File: config.mk
export PLATFORM = sky130hd
export DESIGN_NAME = weighted_action_vote_top
export DESIGN_NICKNAME = d
export VERILOG_FILES = /design/src/hw/rtl/wav_pkg.sv /design/src/hw/rtl/wav_bin_mem.sv /design/src/hw/rtl/weighted_action_vote_top.sv
export SDC_FILE = /design/constraint.sdc
export NUM_CORES = 1
export LEC_CHECK = 0
export ABC_AREA = 1
export BUFFER_PORTS_ARGS = -buffer_cell sky130_fd_sc_hd__buf_2
export CORE_MARGIN = 2
export CORE_UTILIZATION = 30
export CTS_BUF_LIST = sky130_fd_sc_hd__clkbuf_2 sky130_fd_sc_hd__clkbuf_4 sky130_fd_sc_hd__clkbuf_8
export DETAILED_ROUTE_END_ITERATION = 7
export PLACE_DENSITY_LB_ADDON = 0.1
export SYNTH_ARGS = -nofsm -noshare
export SYNTH_HDL_FRONTEND = slang
export SYNTH_HIERARCHICAL = 1
export SYNTH_SLANG_ARGS = --single-unit
File: constraint.sdc
create_clock -name clk -period 3.5 [get_ports clk]
set_input_delay 0.35 -clock clk [delete_from_list [all_inputs] [get_ports clk]]
set_output_delay 0.35 -clock clk [all_outputs]
set_load 0.02 [all_outputs]
File: src/hw/rtl/wav_pkg.sv
// Shared types and constants for the weighted action vote block.
package wav_pkg;

    // Width of an action index and the most bins an action index can reach.
    localparam int ACT_W     = 4;
    localparam int ACT_LIMIT = 1 << ACT_W;

    // Width of the action count register, weight and bin totals.
    localparam int CNT_W    = 5;
    localparam int WEIGHT_W = 16;
    localparam int BIN_W    = 32;

    // Action count after reset.
    localparam logic [CNT_W-1:0] NUM_ACTIONS_RST = CNT_W'(ACT_LIMIT);

    // Sequencer states.
    typedef enum logic [2:0] {
        S_IDLE,
        S_ADD,
        S_SCAN_RD,
        S_SCAN_CMP,
        S_DONE
    } wav_state_t;

    // Control bundle from the sequencer to the bin memory.
    typedef struct packed {
        logic             rd_en;
        logic [ACT_W-1:0] rd_addr;
        logic             wr_en;
        logic [ACT_W-1:0] wr_addr;
        logic [BIN_W-1:0] wr_data;
        logic             clr;
    } wav_mem_ctl_t;

endpackage

File: src/hw/rtl/wav_bin_mem.sv
// Bin memory: one read and one write port, registered read, per-bin valid bits.
module wav_bin_mem
    import wav_pkg::*;
#(
    parameter int DEPTH = 16
)
(
    input  logic             clk,
    input  logic             rst_n,
    input  wav_mem_ctl_t     ctl,
    output logic [BIN_W-1:0] rd_data
);

    localparam int AW = (DEPTH > 1) ? $clog2(DEPTH) : 1;

    logic [BIN_W-1:0] mem [DEPTH];
    logic [DEPTH-1:0] valid_reg;
    logic [BIN_W-1:0] rd_data_reg;
    logic [AW-1:0]    rd_idx;
    logic [AW-1:0]    wr_idx;

    // Writes and scan reads stay within the bins in use, so the upper bits can be dropped.
    assign rd_idx = ctl.rd_addr[AW-1:0];
    assign wr_idx = ctl.wr_addr[AW-1:0];

    // Storage array, written without reset.
    always_ff @(posedge clk)
    begin
        if (ctl.wr_en)
        begin
            mem[wr_idx] <= ctl.wr_data;
        end
    end

    // Valid bits: a bin that is not valid reads as zero, so a clear resets only these bits.
    always_ff @(posedge clk or negedge rst_n)
    begin
        if (!rst_n)
        begin
            valid_reg <= '0;
        end
        else if (ctl.clr)
        begin
            valid_reg <= '0;
        end
        else if (ctl.wr_en)
        begin
            valid_reg[wr_idx] <= 1'b1;
        end
    end

    // Registered read.
    always_ff @(posedge clk)
    begin
        if (ctl.rd_en)
        begin
            rd_data_reg <= valid_reg[rd_idx] ? mem[rd_idx] : '0;
        end
    end

    assign rd_data = rd_data_reg;

endmodule

File: src/hw/rtl/weighted_action_vote_top.sv
// Weighted action vote: per-action weight bins with an argmax on the last vote.
//
// Input channel (in_valid, in_stall): one transaction carries one vote, namely
// vote_action, vote_weight (unsigned Q0.16) and last_vote. Output channel
// (out_valid, out_stall): one transaction carries best_action and is produced
// only for a vote flagged last_vote.
// A vote is a read of its bin, then the saturating add and the write back
// through the single adder; a further vote is accepted only once the sequencer
// is idle again. For a last vote the same adder then compares the bins one at a
// time, each with a memory read, then a compare, over the n bins of the action
// count in force; the result is then loaded into the output register.
// The bins are cleared when the result is loaded.
// cfg_wr_en/cfg_wr_data write the action count; write it only when idle.
// Reset clears all bins and sets the action count to 16.
// While the receiver stalls, the result is held in the output register and the
// next votes are still taken; a following last vote waits at the end of its scan
// until the held result has gone.
module weighted_action_vote_top
    import wav_pkg::*;
#(
    parameter int MAX_ACTIONS = 16
)
(
    input  logic                clk,
    input  logic                rst_n,
    input  logic                cfg_wr_en,
    input  logic [CNT_W-1:0]    cfg_wr_data,
    input  logic                in_valid,
    output logic                in_stall,
    input  logic [ACT_W-1:0]    vote_action,
    input  logic [WEIGHT_W-1:0] vote_weight,
    input  logic                last_vote,
    output logic                out_valid,
    input  logic                out_stall,
    output logic [ACT_W-1:0]    best_action
);

    localparam int NUM_BINS = (MAX_ACTIONS < ACT_LIMIT) ? MAX_ACTIONS : ACT_LIMIT;
    localparam logic [CNT_W-1:0] LIM_N = CNT_W'(NUM_BINS);

    wav_state_t          state_reg, state_next;
    logic [CNT_W-1:0]    num_actions_reg;
    logic [ACT_W-1:0]    act_reg, act_next;
    logic [WEIGHT_W-1:0] weight_reg, weight_next;
    logic                last_reg, last_next;
    logic                keep_reg, keep_next;
    logic [CNT_W-1:0]    n_reg, n_next;
    logic [ACT_W-1:0]    idx_reg, idx_next;
    logic [ACT_W-1:0]    best_reg, best_next;
    logic [BIN_W-1:0]    best_w_reg, best_w_next;
    logic                out_valid_reg, out_valid_next;
    logic [ACT_W-1:0]    best_action_reg, best_action_next;

    logic [CNT_W-1:0]    n_eff;
    logic                in_accept;
    logic                out_load;
    logic                scan_end;
    wav_mem_ctl_t        mem_ctl;
    logic [BIN_W-1:0]    rd_data;
    logic [BIN_W-1:0]    alu_a, alu_b;
    logic                alu_cin;
    logic [BIN_W:0]      alu_sum;
    logic [BIN_W-1:0]    sat_sum;
    logic                greater;

    // Effective action count, held between one and the number of bins.
    always_comb
    begin
        if (num_actions_reg == '0)
        begin
            n_eff = CNT_W'(1);
        end
        else if (num_actions_reg > LIM_N)
        begin
            n_eff = LIM_N;
        end
        else
        begin
            n_eff = num_actions_reg;
        end
    end

    assign in_stall  = (state_reg != S_IDLE);
    assign in_accept = in_valid && !in_stall;
    assign out_load  = (state_reg == S_DONE) && (!out_valid_reg || !out_stall);
    assign scan_end  = ({1'b0, idx_reg} == (n_reg - CNT_W'(1)));

    // Shared adder: saturating add in S_ADD, best minus bin in S_SCAN_CMP.
    assign alu_sum = {1'b0, alu_a} + {1'b0, alu_b} + {{BIN_W{1'b0}}, alu_cin};
    assign sat_sum = alu_sum[BIN_W] ? '1 : alu_sum[BIN_W-1:0];
    assign greater = !alu_sum[BIN_W];

    // Next-state logic of the sequencer.
    always_comb
    begin
        state_next = state_reg;
        case (state_reg)
            S_IDLE:
            begin
                if (in_accept)
                begin
                    state_next = S_ADD;
                end
            end
            S_ADD:
            begin
                state_next = last_reg ? S_SCAN_RD : S_IDLE;
            end
            S_SCAN_RD:
            begin
                state_next = S_SCAN_CMP;
            end
            S_SCAN_CMP:
            begin
                state_next = scan_end ? S_DONE : S_SCAN_RD;
            end
            S_DONE:
            begin
                if (out_load)
                begin
                    state_next = S_IDLE;
                end
            end
            default:
            begin
                state_next = S_IDLE;
            end
        endcase
    end

    // Control outputs: memory port and adder operands.
    always_comb
    begin
        mem_ctl         = '0;
        mem_ctl.wr_data = sat_sum;
        alu_a           = '0;
        alu_b           = '0;
        alu_cin         = 1'b0;
        case (state_reg)
            S_IDLE:
            begin
                mem_ctl.rd_en   = in_accept;
                mem_ctl.rd_addr = vote_action;
            end
            S_ADD:
            begin
                alu_a           = rd_data;
                alu_b           = {{(BIN_W - WEIGHT_W){1'b0}}, weight_reg};
                mem_ctl.wr_en   = keep_reg;
                mem_ctl.wr_addr = act_reg;
            end
            S_SCAN_RD:
            begin
                mem_ctl.rd_en   = 1'b1;
                mem_ctl.rd_addr = idx_reg;
            end
            S_SCAN_CMP:
            begin
                alu_a   = best_w_reg;
                alu_b   = ~rd_data;
                alu_cin = 1'b1;
            end
            S_DONE:
            begin
                mem_ctl.clr = out_load;
            end
            default:
            begin
                mem_ctl = '0;
            end
        endcase
    end

    // Datapath next values.
    always_comb
    begin
        act_next         = act_reg;
        weight_next      = weight_reg;
        last_next        = last_reg;
        keep_next        = keep_reg;
        n_next           = n_reg;
        idx_next         = idx_reg;
        best_next        = best_reg;
        best_w_next      = best_w_reg;
        best_action_next = best_action_reg;
        out_valid_next   = out_valid_reg;

        // Capture a vote with the count in force at that moment.
        if (in_accept)
        begin
            act_next    = vote_action;
            weight_next = vote_weight;
            last_next   = last_vote;
            keep_next   = ({1'b0, vote_action} < n_eff);
            n_next      = n_eff;
            idx_next    = '0;
            best_next   = '0;
            best_w_next = '0;
        end

        // Strictly greater total takes over, so ties keep the lower index.
        if (state_reg == S_SCAN_CMP)
        begin
            if (greater)
            begin
                best_next   = idx_reg;
                best_w_next = rd_data;
            end
            idx_next = idx_reg + ACT_W'(1);
        end

        // Output register: drops when taken, loads at the end of a scan.
        if (out_valid_reg && !out_stall)
        begin
            out_valid_next = 1'b0;
        end
        if (out_load)
        begin
            out_valid_next   = 1'b1;
            best_action_next = best_reg;
        end
    end

    // Control registers.
    always_ff @(posedge clk or negedge rst_n)
    begin
        if (!rst_n)
        begin
            state_reg       <= S_IDLE;
            num_actions_reg <= NUM_ACTIONS_RST;
            out_valid_reg   <= 1'b0;
        end
        else
        begin
            state_reg     <= state_next;
            out_valid_reg <= out_valid_next;
            if (cfg_wr_en)
            begin
                num_actions_reg <= cfg_wr_data;
            end
        end
    end

    // Payload registers.
    always_ff @(posedge clk)
    begin
        act_reg         <= act_next;
        weight_reg      <= weight_next;
        last_reg        <= last_next;
        keep_reg        <= keep_next;
        n_reg           <= n_next;
        idx_reg         <= idx_next;
        best_reg        <= best_next;
        best_w_reg      <= best_w_next;
        best_action_reg <= best_action_next;
    end

    // Bin storage.
    wav_bin_mem #(
        .DEPTH (NUM_BINS)
    ) u_bin_mem (
        .clk     (clk),
        .rst_n   (rst_n),
        .ctl     (mem_ctl),
        .rd_data (rd_data)
    );

    assign out_valid   = out_valid_reg;
    assign best_action = best_action_reg;

    // An accepted vote always moves on to its add step.
    a_accept_to_add: assert property (@(posedge clk) disable iff (!rst_n)
        in_accept |=> (state_reg == S_ADD))
        else $error("accepted vote did not reach the add step");

    // The scan never compares a bin beyond the count in force.
    a_scan_in_range: assert property (@(posedge clk) disable iff (!rst_n)
        (state_reg == S_SCAN_CMP) |-> ({1'b0, idx_reg} < n_reg))
        else $error("scan index beyond action count");

    // The latched count is never zero and never above the bin count while busy.
    a_count_held: assert property (@(posedge clk) disable iff (!rst_n)
        (state_reg != S_IDLE) |-> ((n_reg != '0) && (n_reg <= LIM_N)))
        else $error("latched action count out of range");

    // An overflowing add writes the saturated total.
    a_saturate: assert property (@(posedge clk) disable iff (!rst_n)
        (mem_ctl.wr_en && alu_sum[BIN_W]) |-> (mem_ctl.wr_data == '1))
        else $error("bin did not saturate on overflow");

    // A result is loaded only when the output register is free or being taken.
    a_no_overwrite: assert property (@(posedge clk) disable iff (!rst_n)
        (out_valid_reg && out_stall) |-> !out_load)
        else $error("held result overwritten");

endmodule
Word-level counts from Yosys, hierarchy flattened
Memory sizes are Yosys's and may differ from the RTL's. A register that Yosys moved wholly into a read port is not among the register bits.
Index checks and enable logic that the tools add are counted.
{"block": "totals", "elab_cells": 82, "latchBits": 0, "ff_bits": 96, "in_bits": 31, "rom_bits": 0, "n_memories": 1, "ramBits": 512, "out_inout_bits": 6}
{"block": "op_classes", "n_bitwise": 2, "n_eq_ne": 7, "muxes": 33, "n_reduce_logical": 17, "mul": 0, "div_mod_pow": 0, "n_shift": 0, "order_cmp": 5, "add_sub_neg": 4}
{"memory": "u_bin_mem.mem", "words": 16, "word_bits": 32, "rd": 1, "rd_ports_with_merged_regs": 1, "wr": 1, "line": "wav_bin_mem.sv:16", "source": "logic [BIN_W-1:0] mem [DEPTH];"}
{"cell": "$mux 32", "n": 5}
{"cell": "$pmux 32 s2", "n": 2}
{"cell": "$add 32x32->33", "n": 1}
{"cell": "$add 33x1->33", "n": 1}
{"cell": "$mux 16", "n": 2}
{"cell": "$not 32->32", "n": 1}
{"cell": "$mux 4", "n": 5}
{"cell": "$or 16x16->16", "n": 1}
{"cell": "$mux 5", "n": 3}
{"cell": "$pmux 3 s5", "n": 1}
{"cell": "$lt 4x5->1 const B", "n": 2}
{"cell": "$pmux 5 s2", "n": 1}
{"cell": "$mux 3", "n": 3}
{"cell": "$mux 1", "n": 8}
{"cell": "$eq 3x2->1 const B", "n": 2}
{"cell": "$reduce_bool 2->1", "n": 3}
{"cell": "$eq 4x5->1", "n": 1}
{"cell": "$gt 5x5->1 const B", "n": 1}
{"cell": "$logic_not 5->1", "n": 1}
{"cell": "$lt 4x5->1", "n": 1}
{"cell": "$reduce_or 5->1", "n": 1}
{"cell": "$sub 5x1->5 const B", "n": 1}
{"cell": "$add 4x1->4 const B", "n": 1}
{"cell": "$bmux 1 s4", "n": 1}
{"cell": "other kinds (12)", "n": 19}

Depth between registers and ports, before layout
Gate-level depths: netlist of run 1.
{"block": "depth", "word_depth": 9, "ltp_mapped": 21, "mapped_depth_nobuf": 19}

Cells and area by module
The synthesis of run 1 kept the hierarchy.
{"module": "wav_bin_mem", "cells_each": 2290, "area_per_inst_um2": 24100.6, "n_inst": 1, "seq_area_each_um2": 16736.1}
{"module": "weighted_action_vote_top", "cells_each": 951, "area_per_inst_um2": 6192.2, "n_inst": 1, "seq_area_each_um2": 1998.2}

Least setup slack after synthesis of run 1
Ideal clock, no wire load.
{"block": "synth_timing", "path_kind": "reg-to-reg", "start": "register state_reg[1]", "end": "memory u_bin_mem.mem[0][22] (data pin)", "n_path_buf": 0, "stages_incl_launch_ff": 16, "slack_ps": -142, "period_less_slack_ps": 3642, "required_time_ps": 3209, "setup_ps": 291, "arrival_time_ps": 3350, "cell_sequence": "dfrtp_1 nor3_2 clkinv_1 o21ai_0 ha_1 nand4_1 nand2_1 fa_1 nor3b_1 nor2_1 o21ai_1 nand3_1 nand2_1 nand2_1 nand2_1 a21oi_1"}
{"element": "from (decl)", "line": "weighted_action_vote_top.sv:41", "source": "wav_state_t state_reg, state_next;"}
{"element": "from (signal assigned)", "line": "weighted_action_vote_top.sv:235", "source": "state_reg <= state_next;"}
{"element": "to (decl)", "line": "wav_bin_mem.sv:16"}

==> results.yml, run 1 <==
floorplan:
  chipWidth_um: 321.8
  die_h_um: 321.8
  initial_core_util: 0.3025
  io_pins: 37
  rows: 116
  core_region_area_mm2: 0.1001
  die_area_mm2: 0.1035
sta:
  rsz0062_at_grt: "yes"
  setup_violations: 3
  tightest_slew_ns: 0.6562
  min_period_ns: 3.506
  setup_ws_ns: -0.006237
  slew-limit-headroom: 0.5625
  clock_skew_ns: 0.02835
  hold_viol_final: 0
  slew_violations: 0
  max_clock_freq_ghz: 0.2852
  fin_crit_sh: 1.002
pwr:
  p_per_area_mw_per_mm2: 1006
  p_total_mw: 37.20
  vdd_drop_max_mv: 0.4772
  leakage_nw: 16.52
worst_setup_path:
  slowest_stage: "dfrtp_2"
  cp.required_ns: 3.95
  crit_chain: "nor3_4, buf_6, nand2_2, o21ai_2, ha_1, nand4_1, nand2_2, fa_2, nand2_2, o21ai_4, a21oi_2, o21ai_2, nand2_1, nand2_2, inv_4, buf_12, buf_6, nand3_4, nand2_4, clkinvlp_4"
  cp_top_family: "simple AND/OR/NAND/NOR gates"
  worstSetupStartpointType: "flip-flop"
  path_common_cell: "nand2_2"
  cp.buffers_inverters: 5
  crit_arrival_ns: 3.95
  critPathKind: "flip-flop to flip-flop"
  endpoint_kind: "flip-flop"
  cp_slowest_stage_delay_ns: 0.45
  cp_max_fo: 8
grt:
  grtUsageMet2: 0.3108
  grt-ovfl-total: 0
  first_global_vias: 22130
  use_met1: 0.2635
  busiest_layer: "met2"
  grt_max_degree: 81
  grt_pass1_wl_mm: 145.4
  grt_usage: 0.1901
  antenna_found_initial: 3
  grt_util_met3: 0.02471
final_layout:
  fillers: 10119
  largest_reg_flops: 512
  nets: 3627
  post-route-util: 0.3691
  postLayoutCellArea_mm2: 0.03697
  drive_gt1_frac: 0.1664
  area_growth_pct: 22.03
  fin_cells: 4954
logic_synthesis:
  synth_cells: 3241
  yosysUniqueCellTypes: 49
  synth_fa_ha_area_frac: 0.01594
  synth-async-reset-ratio: 0.03906
  synth_top_area_cell: "edfxtp_1"
  syn_area_mm2: 0.03029
  synth_most_common_cell: "nand2_1"
  yosys-mux-area-fraction: 0.0003717
  synth.area.top_cells: "edfxtp_1 57%, nand2_1 13%, inv_1 7.2%"
  synth_simple_gate_area_frac: 0.2217
  syn_avg_cell_area_um2: 9.347
  ys_top_cells_by_count: "1037 x nand2_1, 584 x inv_1, 579 x edfxtp_1"
  synth_warnings: 6
  synth_top_family_by_area: "simple AND/OR/NAND/NOR gates"
  synth_ff_type: "edfxtp_1"
  yosysTopAreaCellShare: 0.5740
  ys_ff_latch: 640
  synth_xor_xnor_area_share: 0.007517
  yosysSeqAreaShare: 0.6184
  syn-num-nets: 3310
  synth_compound_area_frac: 0.03230
  synth_edf_count: 579
route:
  drc: 0
  num_vias: 22649
  drtIter0Drc: 1575
  via_per_inst: 4.572
  avgRoutedWirePerCell_um: 19.85
  wl_mm: 98.36
  antenna_left: 0
  first_pass_iters: 5
clock_network:
  cts_tree: "yes"
  clk_pin_slew_ns: 0.06
  cts_buffer_depth: 3
  clock_sinks: 640
  root_buffer: "clkbuf_8"
  clk_latency_ns: 0.76
  cts_made_buffers: 114
  cts_max_level: 3
run:
  maxCapViolCount: 0
placement:
  placed_cell_area_mm2: 0.03376
  dp.cells: 4688
  dp_hpwl_mm: 59.72
  numPortBuffers: 36
  gp_congestion: 0.9144
  pre_cts_ws_ns: -0.5930
min_path:
  hold_path.class: "primary input to flip-flop"
run_status:
  status: "complete, but fails checks"
  violations: "setup timing"
-- worst paths after layout --
| check | start | to | slack, ns | cells after the start |
|---|---|---|---|---|
| hold / removal | in_valid | best_reg[2]$_DFF_P_ | 0.13 | 4 |
| hold reg to reg | best_reg[0]$_DFF_P_ | best_action[0]$_DFFE_PP_ | 0.43 | 0 |
| setup reg to reg | state_reg[2]$_DFFE_PN0P_ | u_bin_mem/mem[9][21]$_DFFE_PP_ | -0.006 | 20 |
| max in group asynchronous | rst_n | state_reg[1]$_DFFE_PN0P_ | 2.88 | 2 |
| setup / recovery | state_reg[2]$_DFFE_PN0P_ | u_bin_mem/mem[9][21]$_DFFE_PP_ | -0.006 | 20 |
| min in group asynchronous | rst_n | out_valid$_DFFE_PN0P_ | 0.15 | 2 |
-- per-stage QoR --
stage	setup TNS [ns]	hold slack (ns)
2_1_floorplan	-3.468	0.05441
3_5_place_dp	-146.08	0.4165
6_report	-0.01582	0.1337
3_3_place_gp	-142.54	0.4162
5_1_grt	-34.76	0.1383
4_1_cts	-0.2608	0.07889
-- cell families (layout without fill, tap and decap cells) --
kind of cell / count (synthesis) / in the layout
flip-flops: 640 / 640
adder cells (fa/ha/maj): 38 / 38
other: 0 / 2
XOR/XNOR: 26 / 26
AO/OA/AOI/OAI: 184 / 184
AND/OR/NAND/NOR: 1618 / 1618
buffers and inverters: 734 / 1147
multiplexers: 1 / 1
-- power breakdown --
part | internal, mW | leakage [nW] | switching [mW]
clock | 4.19 | 1.28 | 3.20
sequential | 11.9 | 5.94 | 0.442
combinational | 5.86 | 9.30 | 11.6
-- cells in the final DEF, fill, tap and decap left out, drive strengths merged, types with 4 or more instances in the layout --
master       instances
dlygate4sd3         37
nand3              420
nand4                7
clkbuf             161
dfxtp               36
ha                  37
nor2               129
a21oi               68
xor2                10
clkinv              45
edfxtp             579
xnor2               16
nor3                12
o21ai               98
nand2             1043
o21a                 5
clkinvlp             4
buf                304
a21o                 5
dfrtp               24
inv                589
bufinv               7
-- layer usage --
metal	up-vias	wire (µm)
met3	131	3784
met1	11010	46540
met5	-	0
met4	0	2110
li1	11020	-
met2	488	45930
-- worst reg2reg max path: stages, from the launching register on --
cell and delay [ns]:
dfrtp_2 0.45, nor3_4 0.25, buf_6 0.15, nand2_2 0.06, o21ai_2 0.06, ha_1 0.26, nand4_1 0.12, nand2_2 0.10
fa_2 0.43, nand2_2 0.09, o21ai_4 0.06, a21oi_2 0.17, o21ai_2 0.10, nand2_1 0.10, nand2_2 0.08, inv_4 0.10
buf_12 0.13, buf_6 0.10, nand3_4 0.07, nand2_4 0.12, clkinvlp_4 0.18
-- area by class of cell --
| class | count | area, µm² | share of cell area |
|---|---|---|---|
| timing repair buffer | 342 | 3152 | 0.08526 |
| clock buffer | 160 | 2002 | 0.05416 |
| tap | 1298 | 1624 | 0.04393 |
| antenna | 2 | 5.005 | 0.0001354 |
| inverter | 592 | 2248 | 0.06082 |
| sequential | 640 | 18740 | 0.5069 |
| multi-input combinational | 1867 | 8780 | 0.2375 |
| timing repair inverter | 1 | 7.507 | 0.0002031 |
| clock inverter | 52 | 410.4 | 0.01110 |
-- repair_timing --
action | in CTS | in global routing
pin swaps | 8 | 14
endpoints found under the setup margin | 548 | 548
hold buffers | 37 | 0
gates cloned | 2 | 1
buffers inserted | 10 | 2
hold endpoints to repair | 52 | 0
gates resized for setup | 52 | 51
No activity file was read; power rests on OpenSTA's default activity.
==> inputs of run 2 (changes only) <==
CTS_BUF_LIST = sky130_fd_sc_hd__clkbuf_8   (was sky130_fd_sc_hd__clkbuf_2 sky130_fd_sc_hd__clkbuf_4 sky130_fd_sc_hd__clkbuf_8)
SETUP_SLACK_MARGIN = 0.5   (was not set)
==> results.yml, run 2 (synthesis results as in run 1) <==
final_layout:
  drive_gt1_frac: 0.1536
  nets: 3568
  regArea_mm2: 0.01874
  largest_reg_flops: 512
  postLayoutCellArea_mm2: 0.03692
  area_growth_pct: 21.86
  layout_common_cells: "1020 x nand2_1, 591 x inv_1, 579 x edfxtp_1"
  multi_input_area_mm2: 0.009111
  post-route-util: 0.3686
  final_common_cell: "nand2_1"
  fillers: 10089
placement:
  numPortBuffers: 36
  placed_cell_area_mm2: 0.03363
  gp_congestion: 0.8820
  dp_hpwl_mm: 57.11
pwr:
  p_total_mw: 37.87
  p_per_area_mw_per_mm2: 1026
  leakage_nw: 16.28
  vdd_drop_max_mv: 0.5172
clock_network:
  cts_made_buffers: 114
  cts_tree: "yes"
  clk_pin_slew_ns: 0.06
  clk_latency_ns: 0.77
  root_buffer: "clkbuf_8"
  clock_sinks: 640
  cts_max_level: 3
  cts_buffer_depth: 3
grt:
  first_global_vias: 22327
  grt_usage: 0.1883
  grt_max_degree: 91
  antenna_found_initial: 2
  grt_pass1_wl_mm: 144.4
  grt-ovfl-total: 0
worst_setup_path:
  endpoint_kind: "flip-flop"
  worstSetupStartpointType: "flip-flop"
  slowest_stage: "dfrtp_2"
  r2r_start: "state_reg[1]$_DFFE_PN0P_"
  crit_chain: "nor3_4, buf_4, nand2_1, o21ai_2, ha_1, nand4_1, nand2_2, fa_2, nor3b_2, nor2_1, o21ai_1, buf_4, xnor2_2, buf_4, a21oi_4, buf_12"
  r2r_cells: 16
  cp_slowest_stage_delay_ns: 0.44
  crit_arrival_ns: 3.82
  critPathLaunch: "state_reg[1]$_DFFE_PN0P_"
  r2r_end: "u_bin_mem/mem[0][14]$_DFFE_PP_"
  r2r_slack_ns: 0.19
  cp_max_fo: 16
  crit_end: "u_bin_mem/mem[0][14]$_DFFE_PP_"
  path_common_cell: "buf_4"
  cp.required_ns: 4.01
  critPathKind: "flip-flop to flip-flop"
floorplan:
  initial_core_util: 0.3025
  die_h_um: 321.8
  io_pins: 37
  core_region_area_mm2: 0.1001
  chipWidth_um: 321.8
  die_area_mm2: 0.1035
  rows: 116
sta:
  clock_skew_ns: 0.03691
  setup_violations: 0
  holdWs_ns: 0.1458
  hold_viol_final: 0
  fin_crit_sh: 0.9457
  slew_violations: 0
  min_period_ns: 3.310
  slew-limit-headroom: 0.4761
  rsz0062_at_grt: "yes"
  setup_tns_ns: 0
  max_clock_freq_ghz: 0.3021
  tightest_slew_ns: 0.7858
route:
  via_per_inst: 4.555
  drtIter0Drc: 1656
  antenna_left: 0
  wl_mm: 97.00
  first_pass_iters: 6
  num_vias: 22338
  avgRoutedWirePerCell_um: 19.78
  drc: 0
min_path:
  hold_path.class: "primary input to asynchronous set/reset pin"
run_status:
  status: "complete, no violations"
run:
  maxCapViolCount: 0
==> run 2: cell count changes in the layout (fill, tap and decap cells not counted), sizes merged <==
cell,previous run,this run
inv,589,623
buf,304,244
clkinvlp,4,5
bufinv,7,4
clkinv,45,64
clkbuf,161,117
diode,2,5
==> run 2: layer usage <==
| metal | global-route usage | wire (µm) | vias to the layer above |
|---|---|---|---|
| li1 | - | - | 10920 |
| met1 | 0.2552 | 44520 | 10762 |
| met2 | 0.3082 | 45330 | 514 |
| met3 | 0.02886 | 4585 | 142 |
| met4 | 0.06054 | 2569 | 0 |
| met5 | 0 | 0 | - |
==> run 2: cell type report <==
cell class | instances | share of cell area
well taps | 1298 | 0.04399
repair inverters | 2 | 0.0003728
clock buffers | 116 | 0.04325
multi-input cells | 1867 | 0.2468
repair buffers | 282 | 0.08006
flip-flops and latches | 640 | 0.5076
inverters | 592 | 0.06206
clock inverters | 102 | 0.01556
diodes | 5 | 0.0003389
==> run 2: how the worst min path moves through the flow <==
| stage | start | end | slack, ns | depth (start not counted) |
|---|---|---|---|---|
| floorplan | rst_n | num_actions_reg[0]$_DFFE_PN0P_ | 0.05 | 0 |
| global placement | rst_n | out_valid$_DFFE_PN0P_ | 0.41 | 1 |
| detailed placement | rst_n | out_valid$_DFFE_PN0P_ | 0.42 | 1 |
| CTS | rst_n | num_actions_reg[1]$_DFFE_PN0P_ | 0.10 | 2 |
| global route | rst_n | num_actions_reg[2]$_DFFE_PN0P_ | 0.17 | 2 |
| finish | rst_n | num_actions_reg[2]$_DFFE_PN0P_ | 0.15 | 2 |
==> run 2: per-stage QoR <==
step | instances | setup WS (ns)
2_1_floorplan | 3241 | 0.08762
3_3_place_gp | 4618 | -0.09449
3_5_place_dp | 4618 | -0.2335
4_1_cts | 4884 | 0.1761
5_1_grt | 4904 | 0.04243
6_report | 4904 | 0.1900
==> run 2: critical path: cells and delay by family, from the launching register on <==
family / cells / cell delay, ns
xor gates and xnor gates: 1 / 0.24
AOI/OAI and AO/OA: 3 / 0.23
buffers and inverters: 4 / 0.66
DFF: 1 / 0.44
adders and majority gates: 2 / 0.65
and+or+nand+nor: 6 / 0.82
==> run 2: what timing repair did <==
| action | CTS | global route |
|---|---|---|
| hold buffers | 37 | 0 |
| gates cloned | 1 | 2 |
| endpoints found under the hold margin | 53 | 0 |
| pin swaps | 12 | 24 |
| gates resized for setup | 76 | 73 |
| setup buffers | 10 | 13 |
| setup endpoints to repair | 580 | 580 |
==> run 2: where the power goes <==
part	switching (mW)	internal, mW	total [mW]
Sequential	0.446	11.9	12.3
Combinational	12.4	6.52	18.9
Clock	3.29	3.40	6.69
